--- src/hdl/plb_pkg.sv ---
// ----------------------------------------------------------------------------
// plb_pkg: shared types and constants for the price ladder best-level block
// Sizes, operation and status codes, bit search helpers.
// ----------------------------------------------------------------------------
package plb_pkg;

  localparam int MAX_SLOTS = 1024;
  localparam int WORD_BITS = 64;
  localparam int NWORDS    = MAX_SLOTS / WORD_BITS;
  localparam int SLOT_W    = $clog2(MAX_SLOTS);
  localparam int CNT_W     = SLOT_W + 1;
  localparam int BIT_W     = $clog2(WORD_BITS);
  localparam int WADDR_W   = $clog2(NWORDS);
  localparam int PRICE_W   = 48;
  localparam int TS_W      = 20;
  localparam int DCNT_W    = $clog2(PRICE_W + 1);

  typedef logic [WORD_BITS-1:0] word_t;

  typedef enum logic [1:0] {
    KIND_ACTIVATE = 2'd0,
    KIND_REMOVE   = 2'd1,
    KIND_BEST     = 2'd2,
    KIND_LOOKUP   = 2'd3
  } kind_e;

  typedef enum logic [1:0] {
    ST_OK   = 2'd0,
    ST_NONE = 2'd1,
    ST_OFF  = 2'd2
  } status_e;

  typedef enum logic [2:0] {
    CFG_SIDE  = 3'd0,
    CFG_TICK  = 3'd1,
    CFG_BASE  = 3'd2,
    CFG_HEAD  = 3'd3,
    CFG_SLOTS = 3'd4
  } cfg_idx_e;

  // position of the lowest set bit (0 if none)
  function automatic logic [BIT_W-1:0] lowest_set(input word_t w);
    logic [BIT_W-1:0] pos;
    pos = '0;
    for (int i = WORD_BITS - 1; i >= 0; i--) begin
      if (w[i]) pos = BIT_W'(i);
    end
    return pos;
  endfunction

  // position of the highest set bit (0 if none)
  function automatic logic [BIT_W-1:0] highest_set(input word_t w);
    logic [BIT_W-1:0] pos;
    pos = '0;
    for (int i = 0; i < WORD_BITS; i++) begin
      if (w[i]) pos = BIT_W'(i);
    end
    return pos;
  endfunction

endpackage

--- src/hdl/plb_div.sv ---
// ----------------------------------------------------------------------------
// plb_div: bit-serial unsigned divider
// Restoring division, one quotient bit per cycle, quotient and remainder.
// ----------------------------------------------------------------------------
module plb_div (
  input  logic                         clk_i,
  input  logic                         rst_ni,
  input  logic                         start_i,
  input  logic [plb_pkg::PRICE_W-1:0]  dividend_i,
  input  logic [plb_pkg::TS_W-1:0]     divisor_i,
  output logic                         done_o,
  output logic [plb_pkg::PRICE_W-1:0]  quot_o,
  output logic [plb_pkg::TS_W-1:0]     rem_o
);
  import plb_pkg::*;

  logic [PRICE_W-1:0] q_q, q_d;
  logic [TS_W-1:0]    r_q, r_d;
  logic [TS_W-1:0]    d_q, d_d;
  logic [DCNT_W-1:0]  cnt_q, cnt_d;
  logic               busy_q, busy_d;
  logic               done_q, done_d;
  logic [TS_W:0]      sh;
  logic [TS_W+1:0]    diff;

  always_comb begin
    sh     = {r_q, q_q[PRICE_W-1]};
    diff   = {1'b0, sh} - {2'b00, d_q};
    q_d    = q_q;
    r_d    = r_q;
    d_d    = d_q;
    cnt_d  = cnt_q;
    busy_d = busy_q;
    done_d = 1'b0;
    if (start_i) begin
      q_d    = dividend_i;
      r_d    = '0;
      d_d    = divisor_i;
      cnt_d  = DCNT_W'(PRICE_W);
      busy_d = 1'b1;
    end else if (busy_q) begin
      if (!diff[TS_W+1]) begin
        r_d = diff[TS_W-1:0];
        q_d = {q_q[PRICE_W-2:0], 1'b1};
      end else begin
        r_d = sh[TS_W-1:0];
        q_d = {q_q[PRICE_W-2:0], 1'b0};
      end
      cnt_d = cnt_q - DCNT_W'(1);
      if (cnt_q == DCNT_W'(1)) begin
        busy_d = 1'b0;
        done_d = 1'b1;
      end
    end
  end

  always_ff @(posedge clk_i or negedge rst_ni) begin
    if (!rst_ni) begin
      busy_q <= 1'b0;
      done_q <= 1'b0;
      cnt_q  <= '0;
    end else begin
      busy_q <= busy_d;
      done_q <= done_d;
      cnt_q  <= cnt_d;
    end
  end

  always_ff @(posedge clk_i) begin
    q_q <= q_d;
    r_q <= r_d;
    d_q <= d_d;
  end

  assign done_o = done_q;
  assign quot_o = q_q;
  assign rem_o  = r_q;

endmodule

--- src/hdl/plb_bitmap_ram.sv ---
// ----------------------------------------------------------------------------
// plb_bitmap_ram: occupancy bitmap store
// One write and one read port, registered read, per-word valid bits.
// ----------------------------------------------------------------------------
module plb_bitmap_ram (
  input  logic                          clk_i,
  input  logic                          rst_ni,
  input  logic                          we_i,
  input  logic [plb_pkg::WADDR_W-1:0]   waddr_i,
  input  plb_pkg::word_t                wdata_i,
  input  logic                          re_i,
  input  logic [plb_pkg::WADDR_W-1:0]   raddr_i,
  output plb_pkg::word_t                rdata_o
);
  import plb_pkg::*;

  word_t             mem_q [NWORDS];
  logic [NWORDS-1:0] valid_q;
  word_t             rword_q;
  logic              rvld_q;

  always_ff @(posedge clk_i) begin
    if (we_i) mem_q[waddr_i] <= wdata_i;
    if (re_i) rword_q <= mem_q[raddr_i];
  end

  // never-written words read as empty
  always_ff @(posedge clk_i or negedge rst_ni) begin
    if (!rst_ni) begin
      valid_q <= '0;
      rvld_q  <= 1'b0;
    end else begin
      if (we_i) valid_q[waddr_i] <= 1'b1;
      if (re_i) rvld_q <= valid_q[raddr_i];
    end
  end

  assign rdata_o = rvld_q ? rword_q : '0;

endmodule

--- src/hdl/price_ladder_bitmap_best_level.sv ---
// ----------------------------------------------------------------------------
// price_ladder_bitmap_best_level: ring-ordered price ladder with best search
// Occupancy bitmap in a 16 x 64 memory; activate, remove, lookup, find best.
// ----------------------------------------------------------------------------
// One item at a time. Every item on an enabled ladder first reduces the head slot
// modulo the slots in use on the shared 48-step serial divider. Activate, remove
// and lookup then divide the price by the tick size on the same unit (skipped
// when the tick size is 0); if the price lands in the ladder they read one bitmap
// word, which activate and remove (the latter only for an empty level) write back.
// Find best scans the bitmap one word at a time (read, then evaluate), over at
// most 17 words. A disabled ladder goes straight to its result. A new item is taken
// while the last result still waits at the output.
// ----------------------------------------------------------------------------
module price_ladder_bitmap_best_level (
  input  logic        clk_i,
  input  logic        rst_ni,
  // config write channel
  input  logic        cfg_valid_i,
  output logic        cfg_ready_o,
  input  logic [2:0]  cfg_index_i,
  input  logic [47:0] cfg_data_i,
  // input items
  input  logic        s_axis_tvalid_i,
  output logic        s_axis_tready_o,
  input  logic [55:0] s_axis_tdata_i,   // [47:0] price_ticks, [48] level_empty
  input  logic [1:0]  s_axis_tuser_i,   // [1:0] kind
  // result items
  output logic        m_axis_tvalid_o,
  input  logic        m_axis_tready_i,
  output logic [63:0] m_axis_tdata_o,   // [9:0] slot_index, [57:10] ladder_tick
  output logic [1:0]  m_axis_tuser_o    // [1:0] status
);
  import plb_pkg::*;

  typedef enum logic [11:0] {
    S_IDLE     = 12'b0000_0000_0001,
    S_HMOD     = 12'b0000_0000_0010,
    S_PDIV     = 12'b0000_0000_0100,
    S_CHECK    = 12'b0000_0000_1000,
    S_ADDR     = 12'b0000_0001_0000,
    S_RMW      = 12'b0000_0010_0000,
    S_SCAN_SET = 12'b0000_0100_0000,
    S_SCAN_RD  = 12'b0000_1000_0000,
    S_SCAN_EV  = 12'b0001_0000_0000,
    S_SCAN_HIT = 12'b0010_0000_0000,
    S_TICK     = 12'b0100_0000_0000,
    S_FINISH   = 12'b1000_0000_0000
  } state_e;

  // configuration registers
  logic               side_q;
  logic [TS_W-1:0]    ts_q;
  logic [PRICE_W-1:0] base_q;
  logic [SLOT_W-1:0]  headcfg_q;
  logic [CNT_W-1:0]   slots_q;

  state_e             state_q, state_d;
  kind_e              kind_q, kind_d;
  logic [PRICE_W-1:0] price_q, price_d;
  logic               empty_q, empty_d;
  logic [SLOT_W-1:0]  head_q, head_d;
  logic [PRICE_W:0]   tick_q, tick_d;
  logic [SLOT_W-1:0]  off_q, off_d;
  logic [SLOT_W-1:0]  slot_q, slot_d;
  logic               pass_q, pass_d;
  logic [CNT_W-1:0]   lo_q, lo_d, hi_q, hi_d;
  logic [WADDR_W-1:0] wcur_q, wcur_d, wlast_q, wlast_d;
  status_e            rstat_q, rstat_d;
  logic [PRICE_W-1:0] rtick_q, rtick_d;
  logic [SLOT_W-1:0]  rslot_q, rslot_d;

  logic               mvalid_q, mvalid_d;
  status_e            mstat_q;
  logic [PRICE_W-1:0] mtick_q;
  logic [SLOT_W-1:0]  mslot_q;
  logic               mload;

  logic [CNT_W-1:0]   n_eff;
  logic               asc;

  // divider hookup
  logic               div_start;
  logic [PRICE_W-1:0] div_dividend;
  logic [TS_W-1:0]    div_divisor;
  logic               div_done;
  logic [PRICE_W-1:0] div_quot;
  logic [TS_W-1:0]    div_rem;

  // memory hookup
  logic               mem_we, mem_re;
  logic [WADDR_W-1:0] mem_waddr, mem_raddr;
  word_t              mem_wdata, mem_rdata;

  // temporaries
  logic [PRICE_W+1:0] off_full;
  logic [CNT_W-1:0]   sum;
  logic [CNT_W-1:0]   last_slot;
  word_t              bitmask, scanmask, masked;
  logic [SLOT_W-1:0]  idx;
  logic [CNT_W-1:0]   rlo, rhi;

  assign n_eff = (slots_q > CNT_W'(MAX_SLOTS)) ? CNT_W'(MAX_SLOTS) : slots_q;
  assign asc   = side_q;

  // configuration writes
  assign cfg_ready_o = 1'b1;

  always_ff @(posedge clk_i or negedge rst_ni) begin
    if (!rst_ni) begin
      side_q    <= 1'b0;
      ts_q      <= TS_W'(1);
      base_q    <= '0;
      headcfg_q <= '0;
      slots_q   <= CNT_W'(MAX_SLOTS);
    end else if (cfg_valid_i) begin
      unique case (cfg_idx_e'(cfg_index_i))
        CFG_SIDE:  side_q    <= cfg_data_i[0];
        CFG_TICK:  ts_q      <= cfg_data_i[TS_W-1:0];
        CFG_BASE:  base_q    <= cfg_data_i[PRICE_W-1:0];
        CFG_HEAD:  headcfg_q <= cfg_data_i[SLOT_W-1:0];
        CFG_SLOTS: slots_q   <= cfg_data_i[CNT_W-1:0];
        default: ;
      endcase
    end
  end

  plb_div u_div (
    .clk_i      (clk_i),
    .rst_ni     (rst_ni),
    .start_i    (div_start),
    .dividend_i (div_dividend),
    .divisor_i  (div_divisor),
    .done_o     (div_done),
    .quot_o     (div_quot),
    .rem_o      (div_rem)
  );

  plb_bitmap_ram u_ram (
    .clk_i   (clk_i),
    .rst_ni  (rst_ni),
    .we_i    (mem_we),
    .waddr_i (mem_waddr),
    .wdata_i (mem_wdata),
    .re_i    (mem_re),
    .raddr_i (mem_raddr),
    .rdata_o (mem_rdata)
  );

  assign s_axis_tready_o = (state_q == S_IDLE);
  assign mload = (state_q == S_FINISH) && (!mvalid_q || m_axis_tready_i);

  // scan region of the current pass: sell walks [head,n) then [0,head) upward,
  // buy walks [0,head) then [head,n) downward
  always_comb begin
    if (pass_q == side_q) begin
      rlo = '0;
      rhi = {1'b0, head_q};
    end else begin
      rlo = {1'b0, head_q};
      rhi = n_eff;
    end
  end

  // slot window of the word being evaluated
  always_comb begin
    for (int i = 0; i < WORD_BITS; i++) begin
      idx = {wcur_q, BIT_W'(i)};
      scanmask[i] = ({1'b0, idx} >= lo_q) && ({1'b0, idx} < hi_q);
    end
    masked = mem_rdata & scanmask;
  end

  always_comb begin
    state_d      = state_q;
    kind_d       = kind_q;
    price_d      = price_q;
    empty_d      = empty_q;
    head_d       = head_q;
    tick_d       = tick_q;
    off_d        = off_q;
    slot_d       = slot_q;
    pass_d       = pass_q;
    lo_d         = lo_q;
    hi_d         = hi_q;
    wcur_d       = wcur_q;
    wlast_d      = wlast_q;
    rstat_d      = rstat_q;
    rtick_d      = rtick_q;
    rslot_d      = rslot_q;
    div_start    = 1'b0;
    div_dividend = PRICE_W'(headcfg_q);
    div_divisor  = TS_W'(n_eff);
    mem_we       = 1'b0;
    mem_re       = 1'b0;
    mem_waddr    = slot_q[SLOT_W-1:BIT_W];
    mem_raddr    = slot_q[SLOT_W-1:BIT_W];
    bitmask      = word_t'(1) << slot_q[BIT_W-1:0];
    mem_wdata    = mem_rdata;
    off_full     = {{2{tick_q[PRICE_W]}}, tick_q[PRICE_W-1:0]}
                   - {{2{base_q[PRICE_W-1]}}, base_q};
    sum          = {1'b0, head_q} + {1'b0, off_q};
    last_slot    = rhi - CNT_W'(1);

    unique case (state_q)
      S_IDLE: begin
        if (s_axis_tvalid_i) begin
          kind_d  = kind_e'(s_axis_tuser_i);
          price_d = s_axis_tdata_i[PRICE_W-1:0];
          empty_d = s_axis_tdata_i[PRICE_W];
          if (n_eff == '0) begin
            rstat_d = ST_OFF;
            rtick_d = '0;
            rslot_d = '0;
            state_d = S_FINISH;
          end else begin
            div_start = 1'b1;
            state_d   = S_HMOD;
          end
        end
      end
      S_HMOD: begin
        if (div_done) begin
          head_d = div_rem[SLOT_W-1:0];
          pass_d = 1'b0;
          if (kind_q == KIND_BEST) begin
            state_d = S_SCAN_SET;
          end else if (ts_q == '0) begin
            tick_d  = {price_q[PRICE_W-1], price_q};
            state_d = S_CHECK;
          end else begin
            div_start    = 1'b1;
            div_dividend = price_q[PRICE_W-1] ? (~price_q + PRICE_W'(1)) : price_q;
            div_divisor  = ts_q;
            state_d      = S_PDIV;
          end
        end
      end
      S_PDIV: begin
        if (div_done) begin
          // truncation toward zero: negate the magnitude quotient
          tick_d  = price_q[PRICE_W-1] ? (~{1'b0, div_quot} + (PRICE_W+1)'(1))
                                       : {1'b0, div_quot};
          state_d = S_CHECK;
        end
      end
      S_CHECK: begin
        if (!off_full[PRICE_W+1] &&
            (off_full[PRICE_W:0] < (PRICE_W+1)'(n_eff))) begin
          off_d   = off_full[SLOT_W-1:0];
          state_d = S_ADDR;
        end else begin
          rstat_d = ST_NONE;
          rtick_d = '0;
          rslot_d = '0;
          state_d = S_FINISH;
        end
      end
      S_ADDR: begin
        slot_d  = (sum >= n_eff) ? SLOT_W'(sum - n_eff) : sum[SLOT_W-1:0];
        state_d = S_RMW;
      end
      S_RMW: begin
        // slot_q valid since S_ADDR; read issued here, data back next cycle
        mem_re  = 1'b1;
        state_d = S_TICK;
        rslot_d = slot_q;
        rstat_d = ST_OK;
      end
      S_TICK: begin
        // word read in S_RMW (addressed ops) is at the memory output now
        if (kind_q == KIND_ACTIVATE) begin
          mem_we    = 1'b1;
          mem_wdata = mem_rdata | bitmask;
        end else if (kind_q == KIND_REMOVE) begin
          mem_we    = empty_q;
          mem_wdata = mem_rdata & ~bitmask;
        end else if (kind_q == KIND_LOOKUP) begin
          rstat_d = ((mem_rdata & bitmask) != '0) ? ST_OK : ST_NONE;
        end
        rtick_d = base_q + PRICE_W'(off_q);
        state_d = S_FINISH;
      end
      S_SCAN_SET: begin
        if (rlo == rhi) begin
          if (pass_q) begin
            rstat_d = ST_NONE;
            rtick_d = '0;
            rslot_d = '0;
            state_d = S_FINISH;
          end else begin
            pass_d = 1'b1;
          end
        end else begin
          lo_d    = rlo;
          hi_d    = rhi;
          wcur_d  = asc ? rlo[SLOT_W-1:BIT_W] : last_slot[SLOT_W-1:BIT_W];
          wlast_d = asc ? last_slot[SLOT_W-1:BIT_W] : rlo[SLOT_W-1:BIT_W];
          state_d = S_SCAN_RD;
        end
      end
      S_SCAN_RD: begin
        mem_re    = 1'b1;
        mem_raddr = wcur_q;
        state_d   = S_SCAN_EV;
      end
      S_SCAN_EV: begin
        if (masked != '0) begin
          slot_d  = {wcur_q, asc ? lowest_set(masked) : highest_set(masked)};
          state_d = S_SCAN_HIT;
        end else if (wcur_q == wlast_q) begin
          if (pass_q) begin
            rstat_d = ST_NONE;
            rtick_d = '0;
            rslot_d = '0;
            state_d = S_FINISH;
          end else begin
            pass_d  = 1'b1;
            state_d = S_SCAN_SET;
          end
        end else begin
          wcur_d  = asc ? (wcur_q + WADDR_W'(1)) : (wcur_q - WADDR_W'(1));
          state_d = S_SCAN_RD;
        end
      end
      S_SCAN_HIT: begin
        // ring offset of the found slot from the head
        off_d   = SLOT_W'({1'b0, slot_q} + ((slot_q >= head_q) ? '0 : n_eff)
                          - {1'b0, head_q});
        rslot_d = slot_q;
        rstat_d = ST_OK;
        kind_d  = KIND_BEST;
        state_d = S_TICK;
      end
      S_FINISH: begin
        if (!mvalid_q || m_axis_tready_i) state_d = S_IDLE;
      end
      default: state_d = S_IDLE;
    endcase
  end

  always_ff @(posedge clk_i or negedge rst_ni) begin
    if (!rst_ni) begin
      state_q  <= S_IDLE;
      mvalid_q <= 1'b0;
    end else begin
      state_q  <= state_d;
      mvalid_q <= mvalid_d;
    end
  end

  always_comb begin
    mvalid_d = mvalid_q;
    if (mload) mvalid_d = 1'b1;
    else if (m_axis_tready_i) mvalid_d = 1'b0;
  end

  always_ff @(posedge clk_i) begin
    kind_q  <= kind_d;
    price_q <= price_d;
    empty_q <= empty_d;
    head_q  <= head_d;
    tick_q  <= tick_d;
    off_q   <= off_d;
    slot_q  <= slot_d;
    pass_q  <= pass_d;
    lo_q    <= lo_d;
    hi_q    <= hi_d;
    wcur_q  <= wcur_d;
    wlast_q <= wlast_d;
    rstat_q <= rstat_d;
    rtick_q <= rtick_d;
    rslot_q <= rslot_d;
    if (mload) begin
      mstat_q <= rstat_q;
      mtick_q <= rtick_q;
      mslot_q <= rslot_q;
    end
  end

  assign m_axis_tvalid_o = mvalid_q;
  assign m_axis_tuser_o  = mstat_q;
  assign m_axis_tdata_o  = {6'b0, mtick_q, mslot_q};

`ifndef SYNTHESIS
  a_div_owned: assert property (@(posedge clk_i) disable iff (!rst_ni)
    div_done |-> (state_q == S_HMOD) || (state_q == S_PDIV))
    else $error("divider finished outside a divide wait");

  a_off_zero: assert property (@(posedge clk_i) disable iff (!rst_ni)
    (mvalid_q && (mstat_q == ST_OFF)) |-> (mslot_q == '0) && (mtick_q == '0))
    else $error("disabled ladder result carries a slot or tick");

  a_slot_in_ring: assert property (@(posedge clk_i) disable iff (!rst_ni)
    (mvalid_q && (mstat_q == ST_OK)) |-> ({1'b0, mslot_q} < n_eff))
    else $error("reported slot beyond slots in use");

  a_result_from_finish: assert property (@(posedge clk_i) disable iff (!rst_ni)
    $rose(mvalid_q) |-> $past(state_q == S_FINISH))
    else $error("result raised outside finish");

  a_write_single: assert property (@(posedge clk_i) disable iff (!rst_ni)
    mem_we |-> !mem_re && (state_q == S_TICK) && (kind_q != KIND_BEST))
    else $error("bitmap write outside read-modify-write");
`endif

endmodule

--- config.mk ---
export PLATFORM = sky130hd
export DESIGN_NAME = price_ladder_bitmap_best_level
export DESIGN_NICKNAME = d
export VERILOG_FILES = /design/src/hdl/plb_pkg.sv /design/src/hdl/plb_div.sv /design/src/hdl/plb_bitmap_ram.sv /design/src/hdl/price_ladder_bitmap_best_level.sv
export SDC_FILE = /design/constraint.sdc
export NUM_CORES = 2
export LEC_CHECK = 0
export ABC_AREA = 1
export BUFFER_PORTS_ARGS = -buffer_cell sky130_fd_sc_hd__clkbuf_2
export CAP_MARGIN = 20
export CORE_MARGIN = 4
export CORE_UTILIZATION = 40
export DETAILED_ROUTE_END_ITERATION = 7
export PLACE_DENSITY = 0.63
export SYNTH_ARGS = -nofsm -noshare
export SYNTH_HDL_FRONTEND = slang
export SYNTH_HIERARCHICAL = 1
export SYNTH_SLANG_ARGS = --single-unit
--- constraint.sdc ---
create_clock -name clk_i -period 18.2 [get_ports clk_i]
set_input_delay 3.64 -clock clk_i [delete_from_list [all_inputs] [get_ports clk_i]]
set_output_delay 3.64 -clock clk_i [all_outputs]
set_load 0.05 [all_outputs]
# --- Yosys cells after proc, flatten, opt, wreduce, memory -nomap -nowiden ---
# Memory sizes are Yosys's and may differ from the RTL's. A register that Yosys moved wholly into a read port is not among the register bits.
# Cells that the tools add are included.
totals:
  romBits: 0
  mem_bits_rw: 1024
  register_bits: 497
  wordCells: 588
  latchBits: 0
  mem_count: 1
  out_inout_bits: 69
  in_bits: 114
mem_list:
  columns: ["name", "depth", "word_bits", "rd", "rd_ports_with_merged_regs", "wr", "line", "text"]
  rows:
  - ["u_ram.mem_q", 16, 64, 1, 1, 1, "plb_bitmap_ram.sv:17", "word_t mem_q [NWORDS];"]
op_classes:
  div_mod_pow: 0
  n_mux: 243
  bitwise: 11
  multipliers: 0
  magnitude_cmp: 135
  n_eq_ne: 42
  add_sub_neg: 13
  reduce_logical: 108
  shifts: 1
ops:
  columns: ["cell", "count"]
  rows:
  - ["two-way mux 6 bit", 129]
  - [">= comparator 10 x 11 -> 1 bit", 64]
  - ["less-than comparator 10 x 11 -> 1 bit", 64]
  - ["two-way mux 48 bit", 14]
  - ["two-way mux 64 bit", 4]
  - ["two-way mux 49 bit", 5]
  - ["one-hot mux 48 bit (5 select lines)", 1]
  - ["bitwise AND 64 bit", 3]
  - ["two-way mux 12 bit", 11]
  - ["one-hot mux 12 bit (11 select lines)", 1]
  - ["nonzero test 64 bit", 2]
  - ["two-way mux 10 bit", 12]
  - ["one-hot mux 49 bit (2 select lines)", 1]
  - ["logical AND 1 bit", 67]
  - ["two-way mux 11 bit", 6]
  - ["NOT 64 bit", 1]
  - ["bitwise OR 64 bit", 1]
  - ["left shift 1 x 6 -> 64 bit, first input constant", 1]
  - ["one-hot mux 10 bit (5 select lines)", 1]
  - ["subtractor 49 x 48 -> 50 bit", 1]
  - ["adder 49 x 1 -> 49 bit, second input constant", 1]
  - ["less-than comparator 49 x 11 -> 1 bit", 1]
  - ["NOT 48 -> 49 bit", 1]
  - ["adder 48 x 1 -> 48 bit, second input constant", 1]
  - ["71 further kinds", 160]

# --- Logic depth before layout (Yosys ltp) ---
depth:
  word_depth: 70
  depth_mapped: 76
  depth_no_buf: 76

# --- Modules after synthesis ---
# The synthesis kept the hierarchy.
modules_own_cells:
  columns: ["module", "area_per_inst_um2", "seq_area_each_um2", "n_inst", "cells_each"]
  rows:
  - ["plb_bitmap_ram", 43364.1, 33096.7, 1, 3268]
  - ["price_ladder_bitmap_best_level", 27177.3, 10989.3, 1, 3517]
  - ["plb_div", 5431.5, 2642.5, 1, 708]

# --- Worst setup path after synthesis ---
# OpenSTA, ideal clock, no wires.
synth_timing:
  kind: "register to register"
  startpoint: "register base_q[1]"
  endpoint: "register rtick_q[0] (enable)"
  path_buffers: 0
  path_stages_with_launch: 43
  synth_period_minus_slack_ns: 6.991
  setup_time_ns: 0.454
  required_time_ns: 17.746
  path_slack_ns: 11.209
  t_arrival_ns: 6.538
  cell_sequence: "dfrtp_1 -> inv_1 -> ha_1 -> nand2_1 -> nand2_1 -> a21oi_1 -> o21ai_1 -> nand2_1 -> nand2_2 -> nand2_1 -> nand2_1 -> a21oi_1 -> inv_1 -> a21oi_1 -> o21bai_1 -> a21oi_1 -> o21ai_1 -> nand3_1 -> (+7 left out) -> nand2_1 -> nand3_1 -> nand2_1 -> inv_2 -> o21ai_2 -> nand3_1 -> nand2_1 -> nand2_1 -> nand2_2 -> nand2_1 -> nand2_1 -> or3b_1 -> o211ai_1 -> xor2_1 -> nand4_1 -> nor2_2 -> or3_4 -> nor2_1"
synth_between:
  elab_chain_len: 5
  word_cells_on_any_way: 6
  classes_between: "add/sub (1); order compare (1); eq/ne (1); reduce/logical (3)"
synth_rtl:
  columns: ["item", "line", "text"]
  rows:
  - ["from (decl)", "price_ladder_bitmap_best_level.sv:53", "logic [PRICE_W-1:0] base_q;"]
  - ["from (signal assigned)", "price_ladder_bitmap_best_level.sv:119", "CFG_BASE: base_q <= cfg_data_i[PRICE_W-1:0];"]
  - ["subtractor 49 x 48 -> 50 bit *", "price_ladder_bitmap_best_level.sv:200", "- {{2{base_q[PRICE_W-1]}}, base_q};"]
  - ["less-than comparator 49 x 11 -> 1 bit or zero test 1 bit (tied branches)", "price_ladder_bitmap_best_level.sv:248, price_ladder_bitmap_best_level.sv:247", null]
  - ["logical AND 1 bit *", "price_ladder_bitmap_best_level.sv:247", "if (!off_full[PRICE_W+1] &&"]
  - ["inequality test 2 bit (no source line) *", null, null]
  - ["AND reduction 7 bit (no source line) *", null, null]
  - ["to (signal assigned)", "price_ladder_bitmap_best_level.sv:371", "rtick_q <= rtick_d;"]
  - ["to (decl)", "price_ladder_bitmap_best_level.sv:69", "logic [PRICE_W-1:0] rtick_q, rtick_d;"]
# Mark *: on every way between the ends. The rest lies on a longest branch, timed or not.
# A chain may end at the register's enable or synchronous reset.

# --- Final worst setup path ---
layout_timing:
  startpoint: "register side_q, in the netlist asc"
  endpoint: "register rslot_q[5] (enable)"
layout_between:
  elab_chain_len: 5
  word_cells_on_any_way: 6
  classes_between: "eq/ne (3); mux (2); reduce/logical (1)"
layout_rtl:
  columns: ["item", "line", "text"]
  rows:
  - ["from (decl)", "price_ladder_bitmap_best_level.sv:51", "logic side_q;"]
  - ["from (signal assigned)", "price_ladder_bitmap_best_level.sv:117", "CFG_SIDE: side_q <= cfg_data_i[0];"]
  - ["== test 1 bit", "price_ladder_bitmap_best_level.sv:155", "if (pass_q == side_q) begin"]
  - ["two-way mux 11 bit", "price_ladder_bitmap_best_level.sv:155", null]
  - ["named net rhi[8]", "price_ladder_bitmap_best_level.sv:100", "logic [CNT_W-1:0] rlo, rhi;"]
  - ["== test 10 x 11 -> 1 bit", "price_ladder_bitmap_best_level.sv:284", "if (rlo == rhi) begin"]
  - ["inequality test 2 bit (no source line)", null, null]
  - ["AND reduction 7 bit (no source line)", null, null]
  - ["to (signal assigned)", "price_ladder_bitmap_best_level.sv:372", "rslot_q <= rslot_d;"]
  - ["to (decl)", "price_ladder_bitmap_best_level.sv:70", "logic [SLOT_W-1:0] rslot_q, rslot_d;"]
# The timed path passes the listed nets, and every way through them passes these cells.

==> impl_metrics.csv <==
group,metric,value,unit
outcome,outcome,"finished, final reports clean",
pwr,p_per_area,110,nW/um2
detailed_routing,routed_wl,223000,um
worst_setup_path,crit_chain,"inv_1 -> nand2_1 -> nand2_1 -> clkinv_1 -> a21oi_1 -> xor2_1 -> a2111oi_0 -> o2111ai_1 -> a2111oi_1 -> nor2_2 -> buf_4 -> inv_1 -> o21ai_0 -> or3_4 -> a21oi_1",
pwr,power_frac_comb,16.8,%
clocking,postCtsSetupBuffers,0,
worst_hold_path,min_path_type,"register to register",
yosys,yosys.area.top_type_share,56.8,%
worst_setup_path,crit_path_end_kind,"register",
worst_hold_path,whs_path_depth,0,
worst_setup_path,reg2reg_to,"rslot_q[5]$_SDFFCE_PN0P_",
die,dieArea,197000,um2
timing,clock.fmax,149,MHz
detailed_routing,drt_iter0_drc,5711,
worst_setup_path,start_kind,"register",
timing,min_period_over_period,36.8,%
pwr,total_power,9340,uW
clocking,cts.sinks,1584,
run,drv_cap,0,
timing,fin_tns_setup,0,ps
timing,drv_slew,0,
worst_setup_path,max_stage_delay,870,ps
worst_hold_path,worstHoldEndpoint,"mtick_q[26]$_DFFE_PP_",
placement,dpl.hpwl,140000,um
die,start_util,40.3,%
yosys,avgSynthCellArea,10.1,um2
detailed_routing,vias_per_cell,5.46,
pwr,sw_frac_of_total,28.5,%
clocking,cts_buffer_depth,3,
clocking,numCtsBuffers,166,
timing,min_period,6700,ps
pwr,clkPwrFrac,35.7,%
clocking,insertion_delay,820,ps
placement,gp_congestion,0.970,
die,rows,159,
cells_and_area,nets,7910,
pwr,vdd_drop_max,0.0000887,V
detailed_routing,drt.antenna.violating_nets,0,
clocking,cts_resized,0,
yosys,async_reset_ff_share,8.08,%
yosys,ys_top_cells_by_area,"edfxtp_1, nor2_1, nand2_1, o21ai_0, dfrtp_1",
pwr,leakage,0.0303,uW
yosys,synth_edf_count,1436,
die,die_width,444,um
die,die_h,444,um
clocking,cts_tree,"done",
pwr,p_int,6680,uW
yosys,synth_top_area_cell,"edfxtp_1",
detailed_routing,vias,56100,
cells_and_area,drive_above_1_share,9.09,%
global_route,antenna_found_initial,3,
worst_hold_path,worstHoldStart,"rtick_q[26]$_SDFFCE_PN0P_",
clocking,htreeDepth,4,
global_route,globalRoute.totalOverflow,0,
detailed_routing,wire_per_inst,21.7,um
worst_setup_path,arrival,7120,ps
pwr,p_seq_share,47.5,%
yosys,syn_inst,7493,
worst_setup_path,cpMaxStageDelayCell,"a2111oi_1",
worst_setup_path,r2r_slack,11500,ps
detailed_routing,drc,0,
worst_setup_path,cp_data_required_time,18620,ps
placement,portBuffers,168,
timing,rsz0062_at_grt,"false",
worst_setup_path,r2r-start,"asc$_DFFE_PN0P_",
worst_setup_path,path_class,"register to register",
timing,slew_headroom,17.3,%
pwr,p_switching,2660,uW
timing,clock_skew,58.1,ps
die,pin_count,183,
yosys,synth.distinct_cells,75,
yosys,yosys_register_bits,1584,
cells_and_area,area_delta_synth_final,12.0,%
worst_setup_path,cp_max_fo,27,
global_route,grt_max_degree,232,
clocking,ctsRootBufferMaster,"clkbuf_16",
yosys,synthesis.area,76000,um2
timing,finalSetupViolations,0,
timing,worstMarginPinSlew,1240,ps
worst_setup_path,rr_worst_depth,15,
die,core_area,188000,um2
yosys,synth.yosys.seq_area_share,61.5,%
global_route,grt_pass1_vias,53500,
global_route,grt_pass1_wl,335000,um
timing,finalHoldViolCount,0,
yosys,synth-main-ff-cell,"edfxtp_1",
clocking,path_clk_slew,60,ps
global_route,track_usage,22.2,%
worst_setup_path,crit_buf_inv,4,
clocking,cts_hold_buf,0,
yosys,ys_warn_count,6,
detailed_routing,drtPass1Iterations,7,
worst_setup_path,crit_family,"compound AO/OA/AOI/OAI gates",
[worst max path at each step]
stage | from | end | slack, ps | cells past startpoint
2_1_floorplan | base_q[1]$_DFFE_PN0P_ | rtick_q[0]$_SDFFCE_PN0P_ | 11210 | 42
3_3_place_gp | asc$_DFFE_PN0P_ | rslot_q[3]$_SDFFCE_PN0P_ | 11530 | 15
3_5_place_dp | asc$_DFFE_PN0P_ | rslot_q[5]$_SDFFCE_PN0P_ | 11450 | 15
4_1_cts | asc$_DFFE_PN0P_ | rslot_q[5]$_SDFFCE_PN0P_ | 11420 | 15
5_1_grt | base_q[1]$_DFFE_PN0P_ | rslot_q[1]$_SDFFCE_PN0P_ | 10850 | 42
6_report | asc$_DFFE_PN0P_ | rslot_q[5]$_SDFFCE_PN0P_ | 11500 | 15
[routing by layer]
layer | global-route usage (%) | up-vias | part of all wire [%]
li1 | - | 26400 | -
met4 | 8.75 | 0 | 4.2
met2 | 37.2 | 2101 | 48
met1 | 29.1 | 27100 | 41
met3 | 2.97 | 461 | 6.4
met5 | 0 | - | 0
[cells in the mapped netlist (8+ instances only)]
cell type and count:
buf_1 38, nor4_1 42, nand4_1 60, a31oi_1 21, buf_6 28, nor2_2 10
nor3_1 77, clkbuf_1 202, buf_4 14, dfxtp_1 20, xnor2_1 63, o211ai_1 264
nor2_4 10, or2_2 24, dfrtp_1 125, xor2_1 74, nand2_2 15, o21ai_0 738
inv_1 662, edfxtp_1 1436, fa_1 15, ha_1 146, o21bai_1 8, a21oi_1 275
o2111ai_1 40, nand3_1 305, nor2_1 1224, buf_2 58, o21ai_1 209, inv_2 24
o22ai_1 23, o21a_1 16, nand2_1 1087, o31ai_1 40
[area by class of cell]
cell class,count,area [um2]
Sequential cell,1584,46700
Clock buffer,218,4530
Clock inverter,80,831
Multi-Input combinational cell,4877,25200
Tap cell,2495,3120
Fill cell,17400,103000
Timing Repair Buffer,313,2020
Antenna cell,4,10.0
Inverter,693,2630
[cell families after synthesis]
family,synth area share (%)
AOI/OAI and AO/OA,12.6
DFF,61.5
xor gates and xnor gates,1.58
and+or+nand+nor,15.9
other,0.00989
buffers and inverters,5.65
adders and majority gates,2.80
muxes,0.0132
[sequential cells by signal, summed over array words and instances, names as in the netlist, 11 cells and up]
name           cells
u_ram/rword_q     64
base_q            48
price_q           48
slots_q           11
u_ram/mem_q     1024
u_div/d_q         20
rtick_q           48
u_div/quot_o      48
hi_q              11
u_ram/valid_q     16
state_q           12
u_div/rem_o       20
mtick_q           48
tick_q            49
ts_q              20
[worst register-to-register path, stage by stage (launching register included)]
cell       delay, ps
dfrtp_1          370
inv_1            440
nand2_1          220
nand2_1          280
clkinv_1         670
a21oi_1          600
xor2_1           160
a2111oi_0        640
o2111ai_1        210
a2111oi_1        870
nor2_2            30
buf_4            270
inv_1            130
o21ai_0          140
or3_4            470
a21oi_1          800
[through the flow]
stage	setup slack (ps)	std cells	hold WS, ps	util [%]	area [um2]
floorplan	11210	7498	400	-	76000
global placement	11530	9956	404	42.3	79600
detailed placement	11450	9957	405	42.3	79700
CTS	11420	10300	407	45.1	85000
global route	10850	10300	425	45.2	85100
finish	11500	10300	408	45.2	85100
[power groups by stage]
| stage | Combinational, uW | Sequential, uW | Clock, uW |
|---|---|---|---|
| 5_1_grt | 1770 | 4460 | 3570 |
| 4_1_cts | 1570 | 4430 | 3400 |
| 6_report | 1570 | 4440 | 3340 |
| 3_3_place_gp | 1530 | 4500 | 0 |
| 3_5_place_dp | 1560 | 4510 | 0 |
| 2_1_floorplan | 1120 | 4510 | 0 |
[cells in the final DEF (no fill, tap or decap), types with 60 or more instances in the layout]
cell / count
clkbuf_2: 167
buf_4: 139
inv_1: 658
o21ai_0: 729
a21oi_1: 275
nor2_1: 1204
xnor2_1: 63
xor2_1: 74
nand2_1: 1084
o211ai_1: 264
nand4_1: 60
dfrtp_1: 124
o21ai_1: 214
edfxtp_1: 1436
nor3_1: 76
clkbuf_16: 171
ha_1: 146
nand3_1: 304
Note: power is estimated with default switching activity, not from simulation.
